File: config.mk
export PLATFORM = sky130hd
export DESIGN_NAME = ray_segment_nearest_hit_flat
export DESIGN_NICKNAME = d
export VERILOG_FILES = /design/src/hdl/rsnh_pkg.sv /design/src/hdl/rsnh_ifs.sv /design/src/hdl/rsnh_mac.sv /design/src/hdl/ray_segment_nearest_hit.sv /design/src/flat_wrapper.sv
export SDC_FILE = /design/constraint.sdc
export NUM_CORES = 2
export LEC_CHECK = 0
export ABC_AREA = 1
export ABC_CLOCK_PERIOD_IN_PS = 8200
export BUFFER_PORTS_ARGS = -buffer_cell sky130_fd_sc_hd__buf_2
export CORE_ASPECT_RATIO = 0.5
export CORE_MARGIN = 10
export CORE_UTILIZATION = 30
export CTS_CLUSTER_DIAMETER = 120
export DETAILED_ROUTE_END_ITERATION = 7
export GPL_TIMING_DRIVEN = 0
export PLACE_DENSITY = 0.47
export SYNTH_ARGS = -nofsm -noshare
export SYNTH_HDL_FRONTEND = slang
export SYNTH_HIERARCHICAL = 1
export SYNTH_SLANG_ARGS = --single-unit
File: constraint.sdc
create_clock -name clk -period 8.2 [get_ports clk]
set_input_delay 0.41 -clock clk [delete_from_list [all_inputs] [get_ports clk]]
set_output_delay 0.41 -clock clk [all_outputs]
set_load 0.01 [all_outputs]
File: src/hdl/rsnh_pkg.sv
package rsnh_pkg;

    // Field widths
    localparam int COORD_W = 32;
    localparam int DIR_W   = 16;
    localparam int DIST_W  = 32;
    localparam int ID_W    = 4;

    // Internal widths: differences, shared multiplier, accumulator, results
    localparam int DIFF_W     = COORD_W + 1;          // end - start, start - origin
    localparam int CHUNK_W    = 16;                   // low slice fed to the narrow port
    localparam int MUL_B_W    = CHUNK_W + 1;          // signed narrow multiplier port
    localparam int PROD_W     = DIFF_W + MUL_B_W;     // 50-bit product
    localparam int ACC_W      = 82;                   // holds range * |den| and T
    localparam int DEN_W      = 49;                   // dir x edge, signed
    localparam int MAG_W      = DEN_W - 1;            // |den|, |unum|
    localparam int TNUM_W     = 66;                   // offset x edge, signed
    localparam int TMAG_W     = TNUM_W - 1;
    localparam int FRAC_SHIFT = 14;                   // Q.32 * 2^14 / Q.30 -> Q16.16
    localparam int SCALED_W   = TMAG_W + FRAC_SHIFT;  // 79
    localparam int RD_W       = DIST_W + MAG_W;       // range * |den|
    localparam int REM_W      = MAG_W;
    localparam int DIV_CNT_W  = $clog2(DIST_W);

    localparam logic [DIST_W-1:0] RANGE_RESET = 32'd6553600;

    typedef enum logic [2:0] {
        ST_IDLE,
        ST_MUL,
        ST_DRAIN,
        ST_MAG,
        ST_TEST,
        ST_DIV,
        ST_UPDATE,
        ST_EMIT
    } state_t;

    // Multiply passes, in issue order
    typedef enum logic [3:0] {
        STEP_D0,
        STEP_D1,
        STEP_U0,
        STEP_U1,
        STEP_T0,
        STEP_T1,
        STEP_T2,
        STEP_T3,
        STEP_R0,
        STEP_R1,
        STEP_R2
    } step_t;

    typedef enum logic [1:0] {
        MAC_HOLD,
        MAC_LOAD,
        MAC_ADD,
        MAC_SUB
    } mac_op_t;

    typedef enum logic [1:0] {
        SH_0,
        SH_16,
        SH_32
    } mac_shift_t;

    typedef enum logic [2:0] {
        DEST_NONE,
        DEST_DEN,
        DEST_UNUM,
        DEST_TNUM,
        DEST_RD
    } mac_dest_t;

    typedef struct packed {
        logic signed [DIFF_W-1:0]  a;
        logic signed [MUL_B_W-1:0] b;
        mac_op_t                   op;
        mac_shift_t                shift;
        mac_dest_t                 dest;
    } mac_req_t;

    typedef struct packed {
        mac_dest_t                dest;
        logic signed [ACC_W-1:0]  value;
    } mac_res_t;

endpackage

File: src/hdl/rsnh_ifs.sv
interface rsnh_seg_if;
    logic                                  valid;
    logic                                  ready;
    logic signed [rsnh_pkg::COORD_W-1:0]   origin_x;
    logic signed [rsnh_pkg::COORD_W-1:0]   origin_y;
    logic signed [rsnh_pkg::DIR_W-1:0]     dir_x;
    logic signed [rsnh_pkg::DIR_W-1:0]     dir_y;
    logic signed [rsnh_pkg::COORD_W-1:0]   seg_start_x;
    logic signed [rsnh_pkg::COORD_W-1:0]   seg_start_y;
    logic signed [rsnh_pkg::COORD_W-1:0]   seg_end_x;
    logic signed [rsnh_pkg::COORD_W-1:0]   seg_end_y;
    logic                                  first_segment;
    logic                                  last_segment;
    logic [rsnh_pkg::ID_W-1:0]             ray_id;

    modport source (
        output valid, origin_x, origin_y, dir_x, dir_y, seg_start_x, seg_start_y,
               seg_end_x, seg_end_y, first_segment, last_segment, ray_id,
        input  ready
    );
    modport sink (
        input  valid, origin_x, origin_y, dir_x, dir_y, seg_start_x, seg_start_y,
               seg_end_x, seg_end_y, first_segment, last_segment, ray_id,
        output ready
    );
endinterface

interface rsnh_result_if;
    logic                           valid;
    logic                           ready;
    logic [rsnh_pkg::DIST_W-1:0]    nearest_distance;
    logic                           hit_found;
    logic [rsnh_pkg::ID_W-1:0]      result_ray_id;

    modport source (
        output valid, nearest_distance, hit_found, result_ray_id,
        input  ready
    );
    modport sink (
        input  valid, nearest_distance, hit_found, result_ray_id,
        output ready
    );
endinterface

interface rsnh_cfg_if;
    logic                           valid;
    logic                           ready;
    logic [rsnh_pkg::DIST_W-1:0]    ray_range;

    modport source (
        output valid, ray_range,
        input  ready
    );
    modport sink (
        input  valid, ray_range,
        output ready
    );
endinterface

File: src/hdl/rsnh_mac.sv
module rsnh_mac (
    input  logic               clk,
    input  logic               rst_n,
    input  rsnh_pkg::mac_req_t req,
    output rsnh_pkg::mac_res_t res
);

    logic signed [rsnh_pkg::PROD_W-1:0] prod_reg;
    logic signed [rsnh_pkg::PROD_W-1:0] prod_next;
    logic signed [rsnh_pkg::ACC_W-1:0]  acc_reg;
    logic signed [rsnh_pkg::ACC_W-1:0]  acc_next;
    logic signed [rsnh_pkg::ACC_W-1:0]  prod_ext;
    logic signed [rsnh_pkg::ACC_W-1:0]  prod_shifted;
    rsnh_pkg::mac_op_t                  op_reg;
    rsnh_pkg::mac_shift_t               shift_reg;
    rsnh_pkg::mac_dest_t                dest_reg;

    // Multiply this cycle's operands
    always_comb
    begin
        prod_next = $signed(req.a) * $signed(req.b);
    end

    always_ff @(posedge clk)
    begin
        prod_reg <= prod_next;
        acc_reg  <= acc_next;
    end

    // Delay the accumulate control to line up with the product
    always_ff @(posedge clk or negedge rst_n)
    begin
        if (!rst_n)
        begin
            op_reg    <= rsnh_pkg::MAC_HOLD;
            shift_reg <= rsnh_pkg::SH_0;
            dest_reg  <= rsnh_pkg::DEST_NONE;
        end
        else
        begin
            op_reg    <= req.op;
            shift_reg <= req.shift;
            dest_reg  <= req.dest;
        end
    end

    // Align the product and fold it into the accumulator
    always_comb
    begin
        prod_ext = {{(rsnh_pkg::ACC_W - rsnh_pkg::PROD_W){prod_reg[rsnh_pkg::PROD_W-1]}},
                    prod_reg};
        case (shift_reg)
            rsnh_pkg::SH_16: prod_shifted = prod_ext <<< rsnh_pkg::CHUNK_W;
            rsnh_pkg::SH_32: prod_shifted = prod_ext <<< (2 * rsnh_pkg::CHUNK_W);
            default:         prod_shifted = prod_ext;
        endcase
        case (op_reg)
            rsnh_pkg::MAC_LOAD: acc_next = prod_shifted;
            rsnh_pkg::MAC_ADD:  acc_next = acc_reg + prod_shifted;
            rsnh_pkg::MAC_SUB:  acc_next = acc_reg - prod_shifted;
            default:            acc_next = acc_reg;
        endcase
        res.dest  = (op_reg == rsnh_pkg::MAC_HOLD) ? rsnh_pkg::DEST_NONE : dest_reg;
        res.value = acc_next;
    end

endmodule

File: src/hdl/ray_segment_nearest_hit.sv
// Casts one ray against a stream of 2D segments, one segment per item, and
// reports the nearest hit distance (Q16.16) with a hit flag and the ray tag
// when an item carries the last mark; first_segment restarts the minimum at
// ray_range. Segments are taken one at a time: seg_in.ready is high only
// while idle. For every item, eleven passes through one shared 33x17
// multiplier build the cross products and range * |den|; only a hit then
// runs a restoring divider that retires one quotient bit per cycle to form
// the distance; a segment that is missed, parallel or out of range skips it.
// A result waits in an output register, so the next segment is accepted
// while it is pending; the block stalls only if a second result is ready
// before the first is taken. The user must see that ray_range is written
// through cfg only while idle; the block itself does not enforce this.
module ray_segment_nearest_hit (
    input  logic               clk,
    input  logic               rst_n,
    rsnh_seg_if.sink           seg_in,
    rsnh_result_if.source      result_out,
    rsnh_cfg_if.sink           cfg
);

    rsnh_pkg::state_t state_reg, state_next;
    rsnh_pkg::step_t  step_reg, step_next;

    logic signed [rsnh_pkg::DIFF_W-1:0]  ex_reg, ex_next, ey_reg, ey_next;
    logic signed [rsnh_pkg::DIFF_W-1:0]  ox_reg, ox_next, oy_reg, oy_next;
    logic signed [rsnh_pkg::DIR_W-1:0]   dx_reg, dx_next, dy_reg, dy_next;
    logic                                last_reg, last_next;
    logic [rsnh_pkg::ID_W-1:0]           id_reg, id_next;

    logic signed [rsnh_pkg::DEN_W-1:0]   den_reg, den_next;
    logic signed [rsnh_pkg::DEN_W-1:0]   unum_reg, unum_next;
    logic signed [rsnh_pkg::TNUM_W-1:0]  tnum_reg, tnum_next;
    logic [rsnh_pkg::RD_W-1:0]           rd_reg, rd_next;
    logic [rsnh_pkg::MAG_W-1:0]          dmag_reg, dmag_next;
    logic [rsnh_pkg::TMAG_W-1:0]         tmag_reg, tmag_next;
    logic                                cand_reg, cand_next;
    logic [rsnh_pkg::REM_W-1:0]          rem_reg, rem_next;
    logic [rsnh_pkg::DIST_W-1:0]         low_reg, low_next;
    logic [rsnh_pkg::DIV_CNT_W-1:0]      div_cnt_reg, div_cnt_next;

    logic [rsnh_pkg::DIST_W-1:0]         range_reg, range_next;
    logic [rsnh_pkg::DIST_W-1:0]         nearest_reg, nearest_next;
    logic                                any_hit_reg, any_hit_next;

    logic                                out_valid_reg, out_valid_next;
    logic [rsnh_pkg::DIST_W-1:0]         out_dist_reg, out_dist_next;
    logic                                out_hit_reg, out_hit_next;
    logic [rsnh_pkg::ID_W-1:0]           out_id_reg, out_id_next;

    rsnh_pkg::mac_req_t                  mac_req;
    rsnh_pkg::mac_res_t                  mac_res;

    logic                                accept;
    logic                                out_free;
    logic                                dneg, tneg, uneg;
    logic [rsnh_pkg::DEN_W-1:0]          dmag_full, umag_full;
    logic [rsnh_pkg::TNUM_W-1:0]         tmag_full;
    logic                                t_ok, u_ok;
    logic [rsnh_pkg::SCALED_W-1:0]       scaled;
    logic                                in_range;
    logic [rsnh_pkg::REM_W:0]            div_trial;
    logic [rsnh_pkg::REM_W+1:0]          div_diff;
    logic                                qbit;

    rsnh_mac u_mac (
        .clk   (clk),
        .rst_n (rst_n),
        .req   (mac_req),
        .res   (mac_res)
    );

    assign accept   = seg_in.valid && seg_in.ready;
    assign out_free = !out_valid_reg || result_out.ready;

    assign cfg.ready                   = 1'b1;
    assign result_out.valid            = out_valid_reg;
    assign result_out.nearest_distance = out_dist_reg;
    assign result_out.hit_found        = out_hit_reg;
    assign result_out.result_ray_id    = out_id_reg;

    // Sign and magnitude terms for the hit tests
    always_comb
    begin
        dneg      = den_reg[rsnh_pkg::DEN_W-1];
        dmag_full = dneg ? (~den_reg + 1'b1) : den_reg;
        uneg      = unum_reg[rsnh_pkg::DEN_W-1];
        umag_full = uneg ? (~unum_reg + 1'b1) : unum_reg;
        tneg      = tnum_reg[rsnh_pkg::TNUM_W-1];
        tmag_full = tneg ? (~tnum_reg + 1'b1) : tnum_reg;
        t_ok      = !(|tnum_reg) || (tneg == dneg);
        u_ok      = !(|unum_reg) ||
                    ((uneg == dneg) && (umag_full[rsnh_pkg::MAG_W-1:0] <= dmag_reg));
        scaled    = {tmag_reg, {rsnh_pkg::FRAC_SHIFT{1'b0}}};
        in_range  = {1'b0, scaled} <= rd_reg;
        div_trial = {rem_reg, low_reg[rsnh_pkg::DIST_W-1]};
        div_diff  = {1'b0, div_trial} - {2'b00, dmag_reg};
        qbit      = !div_diff[rsnh_pkg::REM_W+1];
    end

    // Next state
    always_comb
    begin
        state_next = state_reg;
        unique case (state_reg)
            rsnh_pkg::ST_IDLE:
                if (seg_in.valid)
                    state_next = rsnh_pkg::ST_MUL;
            rsnh_pkg::ST_MUL:
                if (step_reg == rsnh_pkg::STEP_R2)
                    state_next = rsnh_pkg::ST_DRAIN;
            rsnh_pkg::ST_DRAIN:
                state_next = rsnh_pkg::ST_MAG;
            rsnh_pkg::ST_MAG:
                state_next = rsnh_pkg::ST_TEST;
            rsnh_pkg::ST_TEST:
                state_next = (cand_reg && in_range) ? rsnh_pkg::ST_DIV : rsnh_pkg::ST_EMIT;
            rsnh_pkg::ST_DIV:
                if (div_cnt_reg == {rsnh_pkg::DIV_CNT_W{1'b1}})
                    state_next = rsnh_pkg::ST_UPDATE;
            rsnh_pkg::ST_UPDATE:
                state_next = rsnh_pkg::ST_EMIT;
            rsnh_pkg::ST_EMIT:
                if (!last_reg || out_free)
                    state_next = rsnh_pkg::ST_IDLE;
            default:
                state_next = rsnh_pkg::ST_IDLE;
        endcase
    end

    // Handshake and multiplier pass selection
    always_comb
    begin
        seg_in.ready  = (state_reg == rsnh_pkg::ST_IDLE);
        mac_req.a     = '0;
        mac_req.b     = '0;
        mac_req.op    = rsnh_pkg::MAC_HOLD;
        mac_req.shift = rsnh_pkg::SH_0;
        mac_req.dest  = rsnh_pkg::DEST_NONE;
        if (state_reg == rsnh_pkg::ST_MUL)
        begin
            unique case (step_reg)
                rsnh_pkg::STEP_D0:
                begin
                    mac_req.a  = ey_reg;
                    mac_req.b  = {dx_reg[rsnh_pkg::DIR_W-1], dx_reg};
                    mac_req.op = rsnh_pkg::MAC_LOAD;
                end
                rsnh_pkg::STEP_D1:
                begin
                    mac_req.a    = ex_reg;
                    mac_req.b    = {dy_reg[rsnh_pkg::DIR_W-1], dy_reg};
                    mac_req.op   = rsnh_pkg::MAC_SUB;
                    mac_req.dest = rsnh_pkg::DEST_DEN;
                end
                rsnh_pkg::STEP_U0:
                begin
                    mac_req.a  = ox_reg;
                    mac_req.b  = {dy_reg[rsnh_pkg::DIR_W-1], dy_reg};
                    mac_req.op = rsnh_pkg::MAC_LOAD;
                end
                rsnh_pkg::STEP_U1:
                begin
                    mac_req.a    = oy_reg;
                    mac_req.b    = {dx_reg[rsnh_pkg::DIR_W-1], dx_reg};
                    mac_req.op   = rsnh_pkg::MAC_SUB;
                    mac_req.dest = rsnh_pkg::DEST_UNUM;
                end
                rsnh_pkg::STEP_T0:
                begin
                    mac_req.a     = ox_reg;
                    mac_req.b     = ey_reg[rsnh_pkg::DIFF_W-1:rsnh_pkg::CHUNK_W];
                    mac_req.op    = rsnh_pkg::MAC_LOAD;
                    mac_req.shift = rsnh_pkg::SH_16;
                end
                rsnh_pkg::STEP_T1:
                begin
                    mac_req.a  = ox_reg;
                    mac_req.b  = {1'b0, ey_reg[rsnh_pkg::CHUNK_W-1:0]};
                    mac_req.op = rsnh_pkg::MAC_ADD;
                end
                rsnh_pkg::STEP_T2:
                begin
                    mac_req.a     = oy_reg;
                    mac_req.b     = ex_reg[rsnh_pkg::DIFF_W-1:rsnh_pkg::CHUNK_W];
                    mac_req.op    = rsnh_pkg::MAC_SUB;
                    mac_req.shift = rsnh_pkg::SH_16;
                end
                rsnh_pkg::STEP_T3:
                begin
                    mac_req.a    = oy_reg;
                    mac_req.b    = {1'b0, ex_reg[rsnh_pkg::CHUNK_W-1:0]};
                    mac_req.op   = rsnh_pkg::MAC_SUB;
                    mac_req.dest = rsnh_pkg::DEST_TNUM;
                end
                rsnh_pkg::STEP_R0:
                begin
                    mac_req.a  = {1'b0, range_reg};
                    mac_req.b  = {1'b0, dmag_reg[rsnh_pkg::CHUNK_W-1:0]};
                    mac_req.op = rsnh_pkg::MAC_LOAD;
                end
                rsnh_pkg::STEP_R1:
                begin
                    mac_req.a     = {1'b0, range_reg};
                    mac_req.b     = {1'b0, dmag_reg[2*rsnh_pkg::CHUNK_W-1:rsnh_pkg::CHUNK_W]};
                    mac_req.op    = rsnh_pkg::MAC_ADD;
                    mac_req.shift = rsnh_pkg::SH_16;
                end
                rsnh_pkg::STEP_R2:
                begin
                    mac_req.a     = {1'b0, range_reg};
                    mac_req.b     = {1'b0, dmag_reg[3*rsnh_pkg::CHUNK_W-1:2*rsnh_pkg::CHUNK_W]};
                    mac_req.op    = rsnh_pkg::MAC_ADD;
                    mac_req.shift = rsnh_pkg::SH_32;
                    mac_req.dest  = rsnh_pkg::DEST_RD;
                end
                default:
                begin
                    mac_req.op = rsnh_pkg::MAC_HOLD;
                end
            endcase
        end
    end

    // Datapath next values
    always_comb
    begin
        step_next      = step_reg;
        ex_next        = ex_reg;
        ey_next        = ey_reg;
        ox_next        = ox_reg;
        oy_next        = oy_reg;
        dx_next        = dx_reg;
        dy_next        = dy_reg;
        last_next      = last_reg;
        id_next        = id_reg;
        den_next       = den_reg;
        unum_next      = unum_reg;
        tnum_next      = tnum_reg;
        rd_next        = rd_reg;
        dmag_next      = dmag_reg;
        tmag_next      = tmag_reg;
        cand_next      = cand_reg;
        rem_next       = rem_reg;
        low_next       = low_reg;
        div_cnt_next   = div_cnt_reg;
        range_next     = range_reg;
        nearest_next   = nearest_reg;
        any_hit_next   = any_hit_reg;
        out_valid_next = out_valid_reg && !result_out.ready;
        out_dist_next  = out_dist_reg;
        out_hit_next   = out_hit_reg;
        out_id_next    = out_id_reg;

        // Take a register write
        if (cfg.valid)
            range_next = cfg.ray_range;

        // Latch the item and form the exact differences
        if (accept)
        begin
            step_next = rsnh_pkg::STEP_D0;
            ex_next   = {seg_in.seg_end_x[rsnh_pkg::COORD_W-1], seg_in.seg_end_x} -
                        {seg_in.seg_start_x[rsnh_pkg::COORD_W-1], seg_in.seg_start_x};
            ey_next   = {seg_in.seg_end_y[rsnh_pkg::COORD_W-1], seg_in.seg_end_y} -
                        {seg_in.seg_start_y[rsnh_pkg::COORD_W-1], seg_in.seg_start_y};
            ox_next   = {seg_in.seg_start_x[rsnh_pkg::COORD_W-1], seg_in.seg_start_x} -
                        {seg_in.origin_x[rsnh_pkg::COORD_W-1], seg_in.origin_x};
            oy_next   = {seg_in.seg_start_y[rsnh_pkg::COORD_W-1], seg_in.seg_start_y} -
                        {seg_in.origin_y[rsnh_pkg::COORD_W-1], seg_in.origin_y};
            dx_next   = seg_in.dir_x;
            dy_next   = seg_in.dir_y;
            last_next = seg_in.last_segment;
            id_next   = seg_in.ray_id;
            if (seg_in.first_segment)
            begin
                nearest_next = range_reg;
                any_hit_next = 1'b0;
            end
        end

        // Advance the multiply sequence and track |den|
        if (state_reg == rsnh_pkg::ST_MUL)
        begin
            dmag_next = dmag_full[rsnh_pkg::MAG_W-1:0];
            if (step_reg != rsnh_pkg::STEP_R2)
                step_next = rsnh_pkg::step_t'(step_reg + 4'd1);
        end

        // Store finished sums of products
        case (mac_res.dest)
            rsnh_pkg::DEST_DEN:  den_next  = mac_res.value[rsnh_pkg::DEN_W-1:0];
            rsnh_pkg::DEST_UNUM: unum_next = mac_res.value[rsnh_pkg::DEN_W-1:0];
            rsnh_pkg::DEST_TNUM: tnum_next = mac_res.value[rsnh_pkg::TNUM_W-1:0];
            rsnh_pkg::DEST_RD:   rd_next   = mac_res.value[rsnh_pkg::RD_W-1:0];
            default:             ;
        endcase

        // Decide whether the segment is a candidate hit
        if (state_reg == rsnh_pkg::ST_MAG)
        begin
            tmag_next = tmag_full[rsnh_pkg::TMAG_W-1:0];
            cand_next = (|den_reg) && t_ok && u_ok;
        end

        // Seed the divider with the high part of the scaled numerator
        if (state_reg == rsnh_pkg::ST_TEST)
        begin
            rem_next     = {1'b0, scaled[rsnh_pkg::SCALED_W-1:rsnh_pkg::DIST_W]};
            low_next     = scaled[rsnh_pkg::DIST_W-1:0];
            div_cnt_next = '0;
        end

        // One quotient bit per cycle
        if (state_reg == rsnh_pkg::ST_DIV)
        begin
            rem_next     = qbit ? div_diff[rsnh_pkg::REM_W-1:0] : div_trial[rsnh_pkg::REM_W-1:0];
            low_next     = {low_reg[rsnh_pkg::DIST_W-2:0], qbit};
            div_cnt_next = div_cnt_reg + 1'b1;
        end

        // Fold the hit into the running minimum
        if (state_reg == rsnh_pkg::ST_UPDATE)
        begin
            any_hit_next = 1'b1;
            if (low_reg < nearest_reg)
                nearest_next = low_reg;
        end

        // Hand the result to the output register
        if (state_reg == rsnh_pkg::ST_EMIT && last_reg && out_free)
        begin
            out_valid_next = 1'b1;
            out_dist_next  = nearest_reg;
            out_hit_next   = any_hit_reg;
            out_id_next    = id_reg;
        end
    end

    // Control registers
    always_ff @(posedge clk or negedge rst_n)
    begin
        if (!rst_n)
        begin
            state_reg     <= rsnh_pkg::ST_IDLE;
            step_reg      <= rsnh_pkg::STEP_D0;
            div_cnt_reg   <= '0;
            range_reg     <= rsnh_pkg::RANGE_RESET;
            nearest_reg   <= '0;
            any_hit_reg   <= 1'b0;
            out_valid_reg <= 1'b0;
        end
        else
        begin
            state_reg     <= state_next;
            step_reg      <= step_next;
            div_cnt_reg   <= div_cnt_next;
            range_reg     <= range_next;
            nearest_reg   <= nearest_next;
            any_hit_reg   <= any_hit_next;
            out_valid_reg <= out_valid_next;
        end
    end

    // Payload registers
    always_ff @(posedge clk)
    begin
        ex_reg       <= ex_next;
        ey_reg       <= ey_next;
        ox_reg       <= ox_next;
        oy_reg       <= oy_next;
        dx_reg       <= dx_next;
        dy_reg       <= dy_next;
        last_reg     <= last_next;
        id_reg       <= id_next;
        den_reg      <= den_next;
        unum_reg     <= unum_next;
        tnum_reg     <= tnum_next;
        rd_reg       <= rd_next;
        dmag_reg     <= dmag_next;
        tmag_reg     <= tmag_next;
        cand_reg     <= cand_next;
        rem_reg      <= rem_next;
        low_reg      <= low_next;
        out_dist_reg <= out_dist_next;
        out_hit_reg  <= out_hit_next;
        out_id_reg   <= out_id_next;
    end

    // An accepted item starts the multiply sequence at its first pass
    a_accept_starts: assert property (@(posedge clk) disable iff (!rst_n)
        accept |=> (state_reg == rsnh_pkg::ST_MUL && step_reg == rsnh_pkg::STEP_D0))
        else $error("accepted item did not start the multiply sequence");

    // The partial remainder stays below the divisor throughout the division
    a_rem_below_divisor: assert property (@(posedge clk) disable iff (!rst_n)
        (state_reg == rsnh_pkg::ST_DIV) |-> (rem_reg < dmag_reg))
        else $error("divider remainder reached the divisor");

    // A new result appears only after a segment with the last mark
    a_result_from_last: assert property (@(posedge clk) disable iff (!rst_n)
        $rose(out_valid_reg) |-> $past(state_reg == rsnh_pkg::ST_EMIT && last_reg))
        else $error("result raised without a last segment");

endmodule
File: src/flat_wrapper.sv
// flat-port wrapper written by rule: the top's interface ports become plain ports
module ray_segment_nearest_hit_flat 
  (clk, rst_n, seg_in_valid, seg_in_origin_x, seg_in_origin_y, seg_in_dir_x, seg_in_dir_y, seg_in_seg_start_x, seg_in_seg_start_y, seg_in_seg_end_x, seg_in_seg_end_y, seg_in_first_segment, seg_in_last_segment, seg_in_ray_id, seg_in_ready, result_out_valid, result_out_nearest_distance, result_out_hit_found, result_out_result_ray_id, result_out_ready, cfg_valid, cfg_ray_range, cfg_ready);
  rsnh_seg_if seg_in_i ();
  rsnh_result_if result_out_i ();
  rsnh_cfg_if cfg_i ();
  input  logic clk;
  input  logic rst_n;
  input wire logic [$bits(seg_in_i.valid)-1:0] seg_in_valid;
  input wire logic [$bits(seg_in_i.origin_x)-1:0] seg_in_origin_x;
  input wire logic [$bits(seg_in_i.origin_y)-1:0] seg_in_origin_y;
  input wire logic [$bits(seg_in_i.dir_x)-1:0] seg_in_dir_x;
  input wire logic [$bits(seg_in_i.dir_y)-1:0] seg_in_dir_y;
  input wire logic [$bits(seg_in_i.seg_start_x)-1:0] seg_in_seg_start_x;
  input wire logic [$bits(seg_in_i.seg_start_y)-1:0] seg_in_seg_start_y;
  input wire logic [$bits(seg_in_i.seg_end_x)-1:0] seg_in_seg_end_x;
  input wire logic [$bits(seg_in_i.seg_end_y)-1:0] seg_in_seg_end_y;
  input wire logic [$bits(seg_in_i.first_segment)-1:0] seg_in_first_segment;
  input wire logic [$bits(seg_in_i.last_segment)-1:0] seg_in_last_segment;
  input wire logic [$bits(seg_in_i.ray_id)-1:0] seg_in_ray_id;
  output wire logic [$bits(seg_in_i.ready)-1:0] seg_in_ready;
  output wire logic [$bits(result_out_i.valid)-1:0] result_out_valid;
  output wire logic [$bits(result_out_i.nearest_distance)-1:0] result_out_nearest_distance;
  output wire logic [$bits(result_out_i.hit_found)-1:0] result_out_hit_found;
  output wire logic [$bits(result_out_i.result_ray_id)-1:0] result_out_result_ray_id;
  input wire logic [$bits(result_out_i.ready)-1:0] result_out_ready;
  input wire logic [$bits(cfg_i.valid)-1:0] cfg_valid;
  input wire logic [$bits(cfg_i.ray_range)-1:0] cfg_ray_range;
  output wire logic [$bits(cfg_i.ready)-1:0] cfg_ready;
  assign seg_in_i.valid = seg_in_valid;
  assign seg_in_i.origin_x = seg_in_origin_x;
  assign seg_in_i.origin_y = seg_in_origin_y;
  assign seg_in_i.dir_x = seg_in_dir_x;
  assign seg_in_i.dir_y = seg_in_dir_y;
  assign seg_in_i.seg_start_x = seg_in_seg_start_x;
  assign seg_in_i.seg_start_y = seg_in_seg_start_y;
  assign seg_in_i.seg_end_x = seg_in_seg_end_x;
  assign seg_in_i.seg_end_y = seg_in_seg_end_y;
  assign seg_in_i.first_segment = seg_in_first_segment;
  assign seg_in_i.last_segment = seg_in_last_segment;
  assign seg_in_i.ray_id = seg_in_ray_id;
  assign seg_in_ready = seg_in_i.ready;
  assign result_out_valid = result_out_i.valid;
  assign result_out_nearest_distance = result_out_i.nearest_distance;
  assign result_out_hit_found = result_out_i.hit_found;
  assign result_out_result_ray_id = result_out_i.result_ray_id;
  assign result_out_i.ready = result_out_ready;
  assign cfg_i.valid = cfg_valid;
  assign cfg_i.ray_range = cfg_ray_range;
  assign cfg_ready = cfg_i.ready;
  ray_segment_nearest_hit u_core (.clk(clk), .rst_n(rst_n), .seg_in(seg_in_i), .result_out(result_out_i), .cfg(cfg_i));
endmodule
==> results.toml <==
[run_status]
status = "finished with violations"
violations = "capacitance limit, slew limit"

[die]
num_rows = 134
die_w_um = 752
fp.dieH_um = 386
dieArea_um2 = 290000
start_util = 0.301
core_area_um2 = 267000
io_pins = 307

[detailed_routing]
first_pass_iters = 6
ant_nets = 0
drt_iter0_drc = 8099
routed_wirelength_um = 377000
via_per_inst = 5.11
num_vias = 75000
route.detailed.drc = 0
routedWlPerCell_um = 25.7

[clocking]
cts_tree = "done"
cts.sinks = 859
clkTransAtPathRegs_ps = 70
numCtsBuffers = 95
htreeDepth = 3
clock_latency_ps = 730
root_buffer = "clkbuf_16"
clk_path_buf_depth = 3

[power_and_ir_drop]
p_leak_nw = 44.8
p_seq_frac = 0.213
power.total_mw = 31.8
p_sw_frac = 0.552
p_sw_mw = 17.6
clock_power_share = 0.148
p_int_mw = 14.2
pwr_density_cell_nw_per_um2 = 341
vdd_drop_max_mv = 0.470
pwr-share-comb = 0.639

[setup_path]
startpoint_type = "register"
slowest_delay_ps = 570
reg2reg_slack_ps = 150
r2r-start = "u_core/step_reg[0]"
cp_common_cell = "fa_1"
path_max_fanout = 10
crit_end = "u_core/u_mac/prod_reg[35]"
timing.rr.end = "u_core/u_mac/prod_reg[35]"
critPathRequiredTime_ps = 8770
crit_type = "reg -> reg"
r2r_cells = 33
startpoint = "u_core/step_reg[0]"
crit_path_top_delay_cell = "fa_1"
endpoint_kind = "register"
arrival_ps = 8620

[timing]
fmax_ghz = 0.124
timing_hold_violations_final = 0
slew_headroom = -0.00510
period_minus_slack_ps = 8050
drv_slew = 1
tns_ps = 0
skew_ps = 60.5
worstMarginPinSlew_ps = 1490
min_period_over_period = 0.982
rsz0062_at_grt = "yes"
setup_viol = 0

[job]
drv_cap = 1

[global_routing]
met1_usage = 0.370
met2_usage = 0.375
antenna_found_initial = 30
grt_pass1_wl_um = 529000
busiest_layer = "met2"
grt_max_degree = 124
grt.met3_usage = 0.0504
track_usage = 0.252
grt_pass1_vias = 72900
overflow = 0

[yosys]
syn_avg_cell_area_um2 = 7.64
syn_area_um2 = 80300
synthCells = 10500
synth_nets = 11800
yosysWarnings = 6

[layout]
syn2layout_area_growth_pct = 16.0
layout.nets = 12400
fin_util = 0.350
fin_cells = 14700
multi_input_area_um2 = 48800
regArea_um2 = 24100
drive_above_1_share = 0.0938
fillCellCount = 28400

[placement]
dp_hpwl_um = 318000
globalplace.congestion = 1.01
dp_cells = 14400
io_buffers = 304

[min_path]
hp-class = "in -> reg"
cell usage in the layout, fill, tap and decap left out, types with 81 or more instances in the layout:
master	instances
a21oi_1	515
buf_2	332
buf_4	82
clkbuf_1	103
clkbuf_16	97
dfrtp_1	81
dfxtp_1	130
edfxtp_1	644
fa_1	527
ha_1	502
inv_1	1958
nand2_1	2622
nand3_1	449
nand4_1	111
nor2_1	935
nor3_1	90
o21ai_0	454
xnor2_1	137
xor2_1	281
how the worst min path moves through the flow:
stage	from	endpoint	depth (start not counted)
after floorplan	rst_n	u_core/any_hit_reg	0
after global placement	u_core/id_reg[3]	u_core/result_out.result_ray_id[3]	0
after detailed placement	u_core/id_reg[3]	u_core/result_out.result_ray_id[3]	0
after CTS	seg_in_dir_x[5]	u_core/dx_reg[5]	1
after global routing	seg_in_dir_x[5]	u_core/dx_reg[5]	1
final	seg_in_dir_x[5]	u_core/dx_reg[5]	1
metrics by stage:
stage | worst slack (ps) | cell area (um^2) | hold slack, ps
after floorplan | 10.7 | 80300 | 114
after global placement | -4070 | 86300 | 400
after detailed placement | -2270 | 87000 | 407
after CTS | 1.48 | 92300 | 7.30
after global routing | -22.3 | 93200 | 5.28
final | 148 | 93200 | 36.0
cell type report:
type	instances	share of cell area
well taps	3536	0.0475
inverters	1995	0.0808
multi-input cells	7368	0.524
clock buffers	125	0.0284
plain buffers	278	0.0195
flip-flops and latches	859	0.258
repair buffers	462	0.0340
clock inverters	52	0.00750
diodes	7	0.000188
routing by layer:
metal | routed length (um) | vias up
met1 | 174000 | 37000
li1 | - | 34600
met4 | 11600 | 4
met3 | 34200 | 449
met5 | 21 | -
met2 | 156000 | 3020
what timing repair did:
item,in CTS,in global routing
endpoints found under the hold margin,114,0
pin swaps,15,39
setup endpoints to repair,42,31
hold buffers,71,0
gates resized for setup,385,255
buffers inserted,17,22
gates cloned,0,0
critical path: cells and delay by family, from the launching register on:
kind / cells / cell delay, ps
adder cells (fa/ha/maj): 8 / 3760
AND/OR/NAND/NOR: 7 / 870
flip-flops: 1 / 420
AO/OA/AOI/OAI: 7 / 1350
XOR/XNOR: 1 / 200
buffers and inverters: 10 / 1270
power groups by stage:
stage               sequential [mW]  combinational [mW]  clock (mW)
floorplan                      6.48                10.6           0
global placement               6.93                18.5           0
detailed placement             6.83                18.7           0
CTS                            6.76                19.4        4.79
global route                   6.83                21.6        4.96
finish                         6.78                20.3        4.69
Power figures use the tool's default switching activity.
